$ cat config.mk
export PLATFORM = sky130hd
export DESIGN_NAME = zone_grid_key_sort
export DESIGN_NICKNAME = d
export VERILOG_FILES = /design/src/sv/zgks_pkg.sv /design/src/sv/zgks_ram.sv /design/src/sv/zgks_front.sv /design/src/sv/zgks_queue.sv /design/src/sv/zgks_back.sv /design/src/sv/zone_grid_key_sort.sv
export SDC_FILE = /design/constraint.sdc
export NUM_CORES = 2
export LEC_CHECK = 0
export BUFFER_PORTS_ARGS = -buffer_cell sky130_fd_sc_hd__buf_2
export CORE_MARGIN = 10
export CORE_UTILIZATION = 43
export CTS_CLUSTER_DIAMETER = 150
export DETAILED_ROUTE_END_ITERATION = 6
export PLACE_DENSITY = 0.64
export SYNTH_ARGS = -nofsm -noshare
export SYNTH_HDL_FRONTEND = slang
export SYNTH_SLANG_ARGS = --single-unit
$ cat constraint.sdc
create_clock -name clk -period 12 [get_ports clk]
set_clock_uncertainty 0.15 [all_clocks]
set_input_delay 2.4 -clock clk [delete_from_list [all_inputs] [get_ports clk]]
set_output_delay 2.4 -clock clk [all_outputs]
set_load 0.01 [all_outputs]
$ cat src/sv/zgks_pkg.sv
// Package for the zone grid key sort block: sizes, payload structs, state enums.
// Used by every module of the block but zgks_ram; depends on nothing.
package zgks_pkg;

	localparam int MAX_ZONES = 16;
	localparam int ADDR_W = $clog2(MAX_ZONES);
	localparam int CNT_W = $clog2(MAX_ZONES + 1);
	localparam int EDGE_W = 12;
	localparam int BANK_W = 13;
	localparam int NUM_W = 13;
	localparam int DIV_W = 8;
	localparam int QUO_W = 13;
	localparam int QUEUE_DEPTH = 2;
	localparam logic [EDGE_W-1:0] GRID_MAX = 12'hFFF;

	localparam logic CFG_BANK_WIDTH = 1'b0;
	localparam logic CFG_BANK_HEIGHT = 1'b1;

	typedef struct packed {
		logic [11:0] rect_left;
		logic [11:0] rect_top;
		logic [11:0] rect_right;
		logic [11:0] rect_bottom;
		logic        last_in;
	} item_t;

	typedef struct packed {
		logic [3:0]  orig_index;
		logic [11:0] out_left;
		logic [11:0] out_top;
		logic [11:0] out_right;
		logic [11:0] out_bottom;
		logic [11:0] grid_col;
		logic [11:0] grid_row;
		logic        dropped;
		logic        last_out;
	} result_t;

	// One stored rectangle; row and col in this order form the sort key.
	typedef struct packed {
		logic [11:0] left;
		logic [11:0] top;
		logic [11:0] right;
		logic [11:0] bottom;
		logic [11:0] row;
		logic [11:0] col;
	} entry_t;

	typedef struct packed {
		entry_t ent;
		logic   last;
	} qword_t;

	typedef enum logic [1:0] {FR_IDLE, FR_DIV, FR_PUSH} front_state_t;
	typedef enum logic [1:0] {BK_LOAD, BK_SCAN, BK_EMIT} back_state_t;

endpackage

$ cat src/sv/zgks_ram.sv
// Generic single write port, single read port RAM with registered read data.
// Depends on nothing.
module zgks_ram #(
	parameter int WIDTH = 8,
	parameter int DEPTH = 16
) (
	input  logic                     clk,
	input  logic                     we,
	input  logic [$clog2(DEPTH)-1:0] waddr,
	input  logic [WIDTH-1:0]         wdata,
	input  logic [$clog2(DEPTH)-1:0] raddr,
	output logic [WIDTH-1:0]         rdata
);
	logic [WIDTH-1:0] mem_q [DEPTH];

	always_ff @(posedge clk) begin
		if (we) begin
			mem_q[waddr] <= wdata;
		end
		rdata <= mem_q[raddr];
	end
endmodule

$ cat src/sv/zgks_front.sv
// Front end: accepts rectangles and computes their rounded grid row and column.
// Depends on zgks_pkg; feeds zgks_queue.
module zgks_front (
	input  logic                        clk,
	input  logic                        arst_n,
	input  logic                        start,
	output logic                        busy,
	input  zgks_pkg::item_t             item,
	input  logic [zgks_pkg::BANK_W-1:0] bank_width,
	input  logic [zgks_pkg::BANK_W-1:0] bank_height,
	output logic                        push,
	output zgks_pkg::qword_t            push_data,
	input  logic                        q_full
);
	import zgks_pkg::*;

	front_state_t state_q, state_d;
	logic [$clog2(QUO_W+1)-1:0] step_q;
	logic [NUM_W-1:0] cnum_q, rnum_q;
	logic [DIV_W-1:0] cdiv_q, rdiv_q, crem_q, rrem_q;
	logic [QUO_W-1:0] cquo_q, rquo_q;
	item_t item_q;
	logic accept;
	logic [EDGE_W:0] csum, rsum;
	logic [DIV_W:0] ctrial, rtrial;
	logic cbit, rbit;

	function automatic logic [DIV_W-1:0] divisor(input logic [BANK_W-1:0] bank);
		logic [DIV_W-1:0] d;
		d = bank[BANK_W-1:5];
		return (d == '0) ? DIV_W'(1) : d;
	endfunction

	assign accept = start && !busy;
	assign csum = {1'b0, item.rect_left} + {1'b0, item.rect_right};
	assign rsum = {1'b0, item.rect_top} + {1'b0, item.rect_bottom};

	assign ctrial = {crem_q, cnum_q[NUM_W-1]};
	assign rtrial = {rrem_q, rnum_q[NUM_W-1]};
	assign cbit = ctrial >= {1'b0, cdiv_q};
	assign rbit = rtrial >= {1'b0, rdiv_q};

	always_ff @(posedge clk or negedge arst_n) begin
		if (!arst_n) begin
			state_q <= FR_IDLE;
		end else begin
			state_q <= state_d;
		end
	end

	always_comb begin
		state_d = state_q;
		busy = 1'b1;
		push = 1'b0;
		unique case (state_q)
			FR_IDLE: begin
				busy = 1'b0;
				if (start) begin
					state_d = FR_DIV;
				end
			end
			FR_DIV: begin
				if (step_q == ($clog2(QUO_W+1))'(QUO_W - 1)) begin
					state_d = FR_PUSH;
				end
			end
			FR_PUSH: begin
				if (!q_full) begin
					push = 1'b1;
					state_d = FR_IDLE;
				end
			end
			default: state_d = FR_IDLE;
		endcase
	end

	// Restoring division, one quotient bit per cycle for both coordinates.
	always_ff @(posedge clk) begin
		if (accept) begin
			item_q <= item;
			cnum_q <= NUM_W'(csum[EDGE_W:1]) + NUM_W'(bank_width[BANK_W-1:6]);
			rnum_q <= NUM_W'(rsum[EDGE_W:1]) + NUM_W'(bank_height[BANK_W-1:6]);
			cdiv_q <= divisor(bank_width);
			rdiv_q <= divisor(bank_height);
			crem_q <= '0;
			rrem_q <= '0;
			step_q <= '0;
		end else if (state_q == FR_DIV) begin
			crem_q <= cbit ? DIV_W'(ctrial - {1'b0, cdiv_q}) : DIV_W'(ctrial);
			rrem_q <= rbit ? DIV_W'(rtrial - {1'b0, rdiv_q}) : DIV_W'(rtrial);
			cquo_q <= {cquo_q[QUO_W-2:0], cbit};
			rquo_q <= {rquo_q[QUO_W-2:0], rbit};
			cnum_q <= {cnum_q[NUM_W-2:0], 1'b0};
			rnum_q <= {rnum_q[NUM_W-2:0], 1'b0};
			step_q <= step_q + 1'b1;
		end
	end

	always_comb begin
		push_data.ent.left = item_q.rect_left;
		push_data.ent.top = item_q.rect_top;
		push_data.ent.right = item_q.rect_right;
		push_data.ent.bottom = item_q.rect_bottom;
		push_data.ent.col = (cquo_q > QUO_W'(GRID_MAX)) ? GRID_MAX : cquo_q[EDGE_W-1:0];
		push_data.ent.row = (rquo_q > QUO_W'(GRID_MAX)) ? GRID_MAX : rquo_q[EDGE_W-1:0];
		push_data.last = item_q.last_in;
	end
endmodule

$ cat src/sv/zgks_queue.sv
// Two entry queue between the front end and the sorting back end.
// Depends on zgks_pkg.
module zgks_queue (
	input  logic             clk,
	input  logic             arst_n,
	input  logic             push,
	input  zgks_pkg::qword_t push_data,
	output logic             full,
	input  logic             pop,
	output logic             not_empty,
	output zgks_pkg::qword_t pop_data
);
	import zgks_pkg::*;

	localparam int PTR_W = $clog2(QUEUE_DEPTH);

	qword_t slot_q [QUEUE_DEPTH];
	logic [PTR_W-1:0] wptr_q, rptr_q;
	logic [PTR_W:0] count_q;

	assign full = count_q == (PTR_W+1)'(QUEUE_DEPTH);
	assign not_empty = count_q != '0;
	assign pop_data = slot_q[rptr_q];

	always_ff @(posedge clk or negedge arst_n) begin
		if (!arst_n) begin
			wptr_q <= '0;
			rptr_q <= '0;
			count_q <= '0;
		end else begin
			if (push) begin
				wptr_q <= wptr_q + 1'b1;
			end
			if (pop) begin
				rptr_q <= rptr_q + 1'b1;
			end
			count_q <= count_q + (PTR_W+1)'(push) - (PTR_W+1)'(pop);
		end
	end

	always_ff @(posedge clk) begin
		if (push) begin
			slot_q[wptr_q] <= push_data;
		end
	end
endmodule

$ cat src/sv/zgks_back.sv
// Back end: stores rectangles and emits them in ascending key order, one scan per result.
// Depends on zgks_pkg and zgks_ram.
module zgks_back (
	input  logic             clk,
	input  logic             arst_n,
	input  logic             not_empty,
	input  zgks_pkg::qword_t pop_data,
	output logic             pop,
	output logic             result_valid,
	output zgks_pkg::result_t result
);
	import zgks_pkg::*;

	localparam int SORT_W = 2 * EDGE_W + ADDR_W;

	back_state_t state_q, state_d;
	logic [CNT_W-1:0] cnt_q, scan_q;
	logic [ADDR_W-1:0] pass_q, rd_addr_s1, best_addr_q;
	logic rd_v_s1, ovf_q, have_prev_q, best_v_q;
	logic [SORT_W-1:0] prev_q, best_q, cand;
	entry_t best_ent_q, rdata;
	logic we, issue, take, ovf_now;

	assign pop = (state_q == BK_LOAD) && not_empty;
	assign we = pop && (cnt_q < CNT_W'(MAX_ZONES));
	assign ovf_now = ovf_q || (pop && !we);
	assign issue = (state_q == BK_SCAN) && (scan_q < cnt_q);

	zgks_ram #(.WIDTH($bits(entry_t)), .DEPTH(MAX_ZONES)) u_store (
		.clk   (clk),
		.we    (we),
		.waddr (cnt_q[ADDR_W-1:0]),
		.wdata (pop_data.ent),
		.raddr (scan_q[ADDR_W-1:0]),
		.rdata (rdata)
	);

	// Equal keys stay in arrival order because the address is the lowest key part.
	assign cand = {rdata.row, rdata.col, rd_addr_s1};
	assign take = rd_v_s1 && (!have_prev_q || cand > prev_q) && (!best_v_q || cand < best_q);

	always_ff @(posedge clk or negedge arst_n) begin
		if (!arst_n) begin
			state_q <= BK_LOAD;
		end else begin
			state_q <= state_d;
		end
	end

	always_comb begin
		state_d = state_q;
		unique case (state_q)
			BK_LOAD: begin
				if (pop && pop_data.last) begin
					state_d = BK_SCAN;
				end
			end
			BK_SCAN: begin
				if (!issue && !rd_v_s1) begin
					state_d = BK_EMIT;
				end
			end
			BK_EMIT: begin
				state_d = (CNT_W'(pass_q) + 1'b1 == cnt_q) ? BK_LOAD : BK_SCAN;
			end
			default: state_d = BK_LOAD;
		endcase
	end

	always_ff @(posedge clk or negedge arst_n) begin
		if (!arst_n) begin
			cnt_q <= '0;
			ovf_q <= 1'b0;
			scan_q <= '0;
			pass_q <= '0;
			rd_v_s1 <= 1'b0;
			have_prev_q <= 1'b0;
			best_v_q <= 1'b0;
			result_valid <= 1'b0;
		end else begin
			result_valid <= 1'b0;
			rd_v_s1 <= issue;
			if (issue) begin
				scan_q <= scan_q + 1'b1;
			end
			if (take) begin
				best_v_q <= 1'b1;
			end
			unique case (state_q)
				BK_LOAD: begin
					if (we) begin
						cnt_q <= cnt_q + 1'b1;
					end
					ovf_q <= ovf_now;
					scan_q <= '0;
					pass_q <= '0;
					have_prev_q <= 1'b0;
					best_v_q <= 1'b0;
				end
				BK_SCAN: ;
				BK_EMIT: begin
					result_valid <= 1'b1;
					have_prev_q <= 1'b1;
					best_v_q <= 1'b0;
					scan_q <= '0;
					pass_q <= pass_q + 1'b1;
					if (state_d == BK_LOAD) begin
						cnt_q <= '0;
						ovf_q <= 1'b0;
					end
				end
				default: ;
			endcase
		end
	end

	always_ff @(posedge clk) begin
		rd_addr_s1 <= scan_q[ADDR_W-1:0];
		if (take) begin
			best_q <= cand;
			best_ent_q <= rdata;
			best_addr_q <= rd_addr_s1;
		end
		if (state_q == BK_EMIT) begin
			prev_q <= best_q;
			result.orig_index <= 4'(best_addr_q);
			result.out_left <= best_ent_q.left;
			result.out_top <= best_ent_q.top;
			result.out_right <= best_ent_q.right;
			result.out_bottom <= best_ent_q.bottom;
			result.grid_col <= best_ent_q.col;
			result.grid_row <= best_ent_q.row;
			result.dropped <= ovf_q;
			result.last_out <= state_d == BK_LOAD;
		end
	end

	a_no_pop_while_sorting: assert property (@(posedge clk) disable iff (!arst_n)
		(state_q != BK_LOAD) |-> !pop) else $error("queue popped during sort");
	a_emit_has_winner: assert property (@(posedge clk) disable iff (!arst_n)
		(state_q == BK_EMIT) |-> best_v_q) else $error("emit without a selected entry");
	a_count_bound: assert property (@(posedge clk) disable iff (!arst_n)
		cnt_q <= CNT_W'(MAX_ZONES)) else $error("entry count beyond capacity");
	a_result_follows_emit: assert property (@(posedge clk) disable iff (!arst_n)
		result_valid |-> $past(state_q) == BK_EMIT) else $error("stray result strobe");
endmodule

$ cat src/sv/zone_grid_key_sort.sv
// Top level of the zone grid key sort block: config registers, front end, queue, back end.
// Depends on zgks_pkg, zgks_front, zgks_queue, zgks_back and zgks_ram.
//
// channel   signals                          transfer when
// item      start, busy, item                start high and busy low
// result    result_valid, result             result_valid high (one cycle)
// config    cfg_we, cfg_index, cfg_data      cfg_we high
//
// A rectangle occupies the front end from its load through the bit-serial grid divisions
// to its hand-off to the queue; the front end takes no new rectangle before then.
// After the last rectangle of a set, each result takes one full scan of the entry RAM
// through its single read port, then the registered read data and the emit.
// Reset clears all control state; the entry RAM holds no reset value and needs none.
// The receiver takes every result strobe; the front end stalls only when the queue is full.
module zone_grid_key_sort (
	input  logic                        clk,
	input  logic                        arst_n,
	input  logic                        start,
	output logic                        busy,
	input  zgks_pkg::item_t             item,
	output logic                        result_valid,
	output zgks_pkg::result_t           result,
	input  logic                        cfg_we,
	input  logic                        cfg_index,
	input  logic [zgks_pkg::BANK_W-1:0] cfg_data
);
	import zgks_pkg::*;

	logic [BANK_W-1:0] bank_width_q, bank_height_q;
	logic push, q_full, pop, not_empty;
	qword_t push_data, pop_data;

	always_ff @(posedge clk or negedge arst_n) begin
		if (!arst_n) begin
			bank_width_q <= BANK_W'(256);
			bank_height_q <= BANK_W'(256);
		end else if (cfg_we) begin
			unique case (cfg_index)
				CFG_BANK_WIDTH: bank_width_q <= cfg_data;
				CFG_BANK_HEIGHT: bank_height_q <= cfg_data;
				default: ;
			endcase
		end
	end

	zgks_front u_front (
		.clk         (clk),
		.arst_n      (arst_n),
		.start       (start),
		.busy        (busy),
		.item        (item),
		.bank_width  (bank_width_q),
		.bank_height (bank_height_q),
		.push        (push),
		.push_data   (push_data),
		.q_full      (q_full)
	);

	zgks_queue u_queue (
		.clk       (clk),
		.arst_n    (arst_n),
		.push      (push),
		.push_data (push_data),
		.full      (q_full),
		.pop       (pop),
		.not_empty (not_empty),
		.pop_data  (pop_data)
	);

	zgks_back u_back (
		.clk          (clk),
		.arst_n       (arst_n),
		.not_empty    (not_empty),
		.pop_data     (pop_data),
		.pop          (pop),
		.result_valid (result_valid),
		.result       (result)
	);
endmodule
==> impl_metrics.csv <==
group,metric,value,unit
floorplan,initial_utilization,43.4,%
setup_path,critPathArrivalTime,5.04,ns
clocking,clock_latency,0.80,ns
setup_path,cp_max_fo,51,
pwr,intPower,0.0125,W
job,drv_cap,0,
global_routing,grt_overflow,0,
status,run_status,"finished, final reports clean",
place,place.gp.congestion,0.788,
timing,slew_viol_final,0,
setup_path,worstSetupStartpointType,"input port",
worst_hold_path,hold_class,"register to register",
global_routing,antenna_found_initial,11,
pwr,leakage,24.3,nW
floorplan,die_area,0.168,sq mm
global_routing,grt_usage,16.8,%
pwr,ir_drop,0.000149,V
yosys,async_flop_share,2.52,%
timing,hold_viol,0,
route,drt-initial-drc-count,2866,
pwr,seq_power_share,48.4,%
yosys,syn_area,0.0653,sq mm
final_layout,mostFrequentLayoutCells,"edfxtp_1 (1,569), mux4_2 (360), clkbuf_16 (176)",
route,postRouteAntennaNets,0,
route,wire_per_inst,25.7,um
clocking,cts_resized,0,
yosys,ys.flop_type,"edfxtp_1",
route,viasPerCell,5.49,
clocking,numCtsBuffers,173,
floorplan,die_h,410,um
timing,fmax,207,MHz
route,drc,0,
clocking,clockBufferDepth,3,
timing,period_share,40.3,%
route,finalWirelength,142000,um
route,first_pass_iters,5,
yosys,ys_seq_area_share,76.7,%
yosys,synth_warnings,0,
floorplan,pin_count,147,
final_layout,drive_gt1_share,25.2,%
global_routing,grt_max_degree,129,
final_layout,final_cells,5527,
clocking,holdBufCountCts,0,
timing,min_period,4.84,ns
floorplan,core_area,0.150,sq mm
pwr,clkPwrFrac,30.3,%
final_layout,syn2layout_area_growth,13.6,%
setup_path,cp.required,12.20,ns
final_layout,layout_commonest_cell,"edfxtp_1",
place,dp.final_hpwl,78000,um
floorplan,placementRows,142,
floorplan,die_x,410,um
final_layout,nNetsFinal,3557,
pwr,power.switching,0.00480,W
global_routing,grt_pass1_vias,31200,
timing,tightest_slew,1.09,ns
clocking,cts_max_level,4,
clocking,post_cts_buffers,0,
place,placed_cells,5204,
timing,setup_viol,0,
timing,relSlewSlack,27.5,%
pwr,comb_power_share,21.2,%
timing,rsz0062_at_grt,"no",
setup_path,critPathKind,"input port to register",
place,portBuffers,141,
clocking,clkTransAtPathRegs,0.06,ns
setup_path,crit_path_end_kind,"register",
yosys,syn_inst,3112,
clocking,cts_sinks,1708,
yosys,synth.avg_cell_area,21.0,sq um
pwr,power_density,233,mW/mm^2
global_routing,grt_first_pass_wirelength,210000,um
timing,fin_setup_tns,0,ns
pwr,swShare,27.8,%
yosys,yosysUniqueCellTypes,74,
yosys,ys_ff_latch,1708,
clocking,cts_tree,"yes",
clocking,cts-root-buf,"clkbuf_16",
yosys,synthesis.nets,3306,
yosys,synth_edf_count,1569,
route,vias,30400,
power by group through the flow:
stage / clock (W) / combinational, W / sequential, W
2_1_floorplan: 0 / 0.00268 / 0.00830
3_3_place_gp: 0 / 0.00367 / 0.00846
3_5_place_dp: 0 / 0.00372 / 0.00849
4_1_cts: 0.00536 / 0.00374 / 0.00837
5_1_grt: 0.00559 / 0.00402 / 0.00845
6_report: 0.00524 / 0.00366 / 0.00836
path summary, 6_finish.rpt:
check	start	to	slack [ns]	cells past startpoint
setup / recovery	start	u_front.cnum_q[7]	7.16	6
hold / removal	u_back.u_store.rdata[35]	u_back.best_ent_q[35]	0.25	0
setup reg to reg	u_back.state_q[0]	u_back.u_store.mem_q[8][29]	7.53	5
hold reg to reg	u_back.u_store.rdata[35]	u_back.best_ent_q[35]	0.25	0
max in group asynchronous	arst_n	u_back.scan_q[0]	9.52	2
min in group asynchronous	arst_n	bank_width_q[9]	1.55	2
critical path, stage by stage:
cell and delay [ns]:
buf_2 0.14, nand2_1 0.06, buf_4 0.45, clkinv_2 0.67, nor2_1 0.65, inv_1 0.64
area by class of cell:
cell class,count,area (sq um)
diodes,2,5.00
clock buffers,235,4770
clock inverters,86,793
fillers,12100,76200
inverters,111,420
multi-input cells,1170,14400
flip-flops and latches,1708,50100
well taps,2016,2520
repair buffers,199,1170
stage by stage:
stage / hold WS [ns] / util, % / worst slack (ns) / cell area [sq um] / power [W]
2_1_floorplan: 0.222 / - / 3.16 / 65300 / 0.0110
3_3_place_gp: 0.238 / 45.6 / 6.32 / 68700 / 0.0121
3_5_place_dp: 0.239 / 45.6 / 6.28 / 68700 / 0.0122
4_1_cts: 0.239 / 49.3 / 7.14 / 74200 / 0.0175
5_1_grt: 0.250 / 49.3 / 6.92 / 74200 / 0.0181
6_report: 0.248 / 49.3 / 7.16 / 74200 / 0.0173
synth_stat cells (all sizes together) (13+ instances only):
master / n / area (sq um)
a21o: 27 / 203
a21oi: 37 / 185
buf: 42 / 179
clkbuf: 81 / 304
dfrtp: 41 / 1030
dfxtp: 96 / 1920
edfxtp: 1569 / 47100
ha: 121 / 1510
inv: 110 / 413
mux2: 90 / 1010
mux4: 360 / 8110
nand2: 79 / 297
nand3: 24 / 120
nand4: 20 / 125
nor2: 61 / 229
nor2b: 14 / 87.6
nor3: 36 / 185
o211ai: 13 / 97.6
o21a: 27 / 203
o21ai: 58 / 290
or2: 27 / 169
xnor2: 29 / 254
kinds of logic after synthesis:
logic type                 share of synthesized area, %
adders and majority gates                          2.50
buffers and inverters                              1.38
and+or+nand+nor                                    2.44
DFF                                                76.7
xor gates and xnor gates                          0.550
muxes                                              14.1
AOI/OAI and AO/OA                                  2.38
state kept, by name, summed over array words and instances, names as in the netlist, 5 cells and up:
name and cells:
u_back.u_store.mem_q 1152, u_queue.slot_q 146, u_back.u_store.rdata 72, u_back.best_ent_q 71, u_back.result 53, u_front.push_data 49, u_back.prev_q 25, u_front.cnum_q 13
u_front.cquo_q 13, u_front.rnum_q 13, u_front.rquo_q 13, bank_height_q 8, bank_width_q 8, u_front.cdiv_q 8, u_front.crem_q 8, u_front.rdiv_q 8
u_front.rrem_q 8, u_back.best_q 5, u_back.cnt_q 5, u_back.scan_q 5
layer usage:
metal	routed length (um)	vias to the layer above	part of all wire [%]	global-route usage [%]
met5	13	-	0.0092	0
met4	2680	2	1.9	4.21
met3	10600	187	7.5	4.11
met2	68200	955	48	27.0
met1	60500	16000	43	23.1
li1	-	13200	-	-
(Power assumes the default switching activity.)
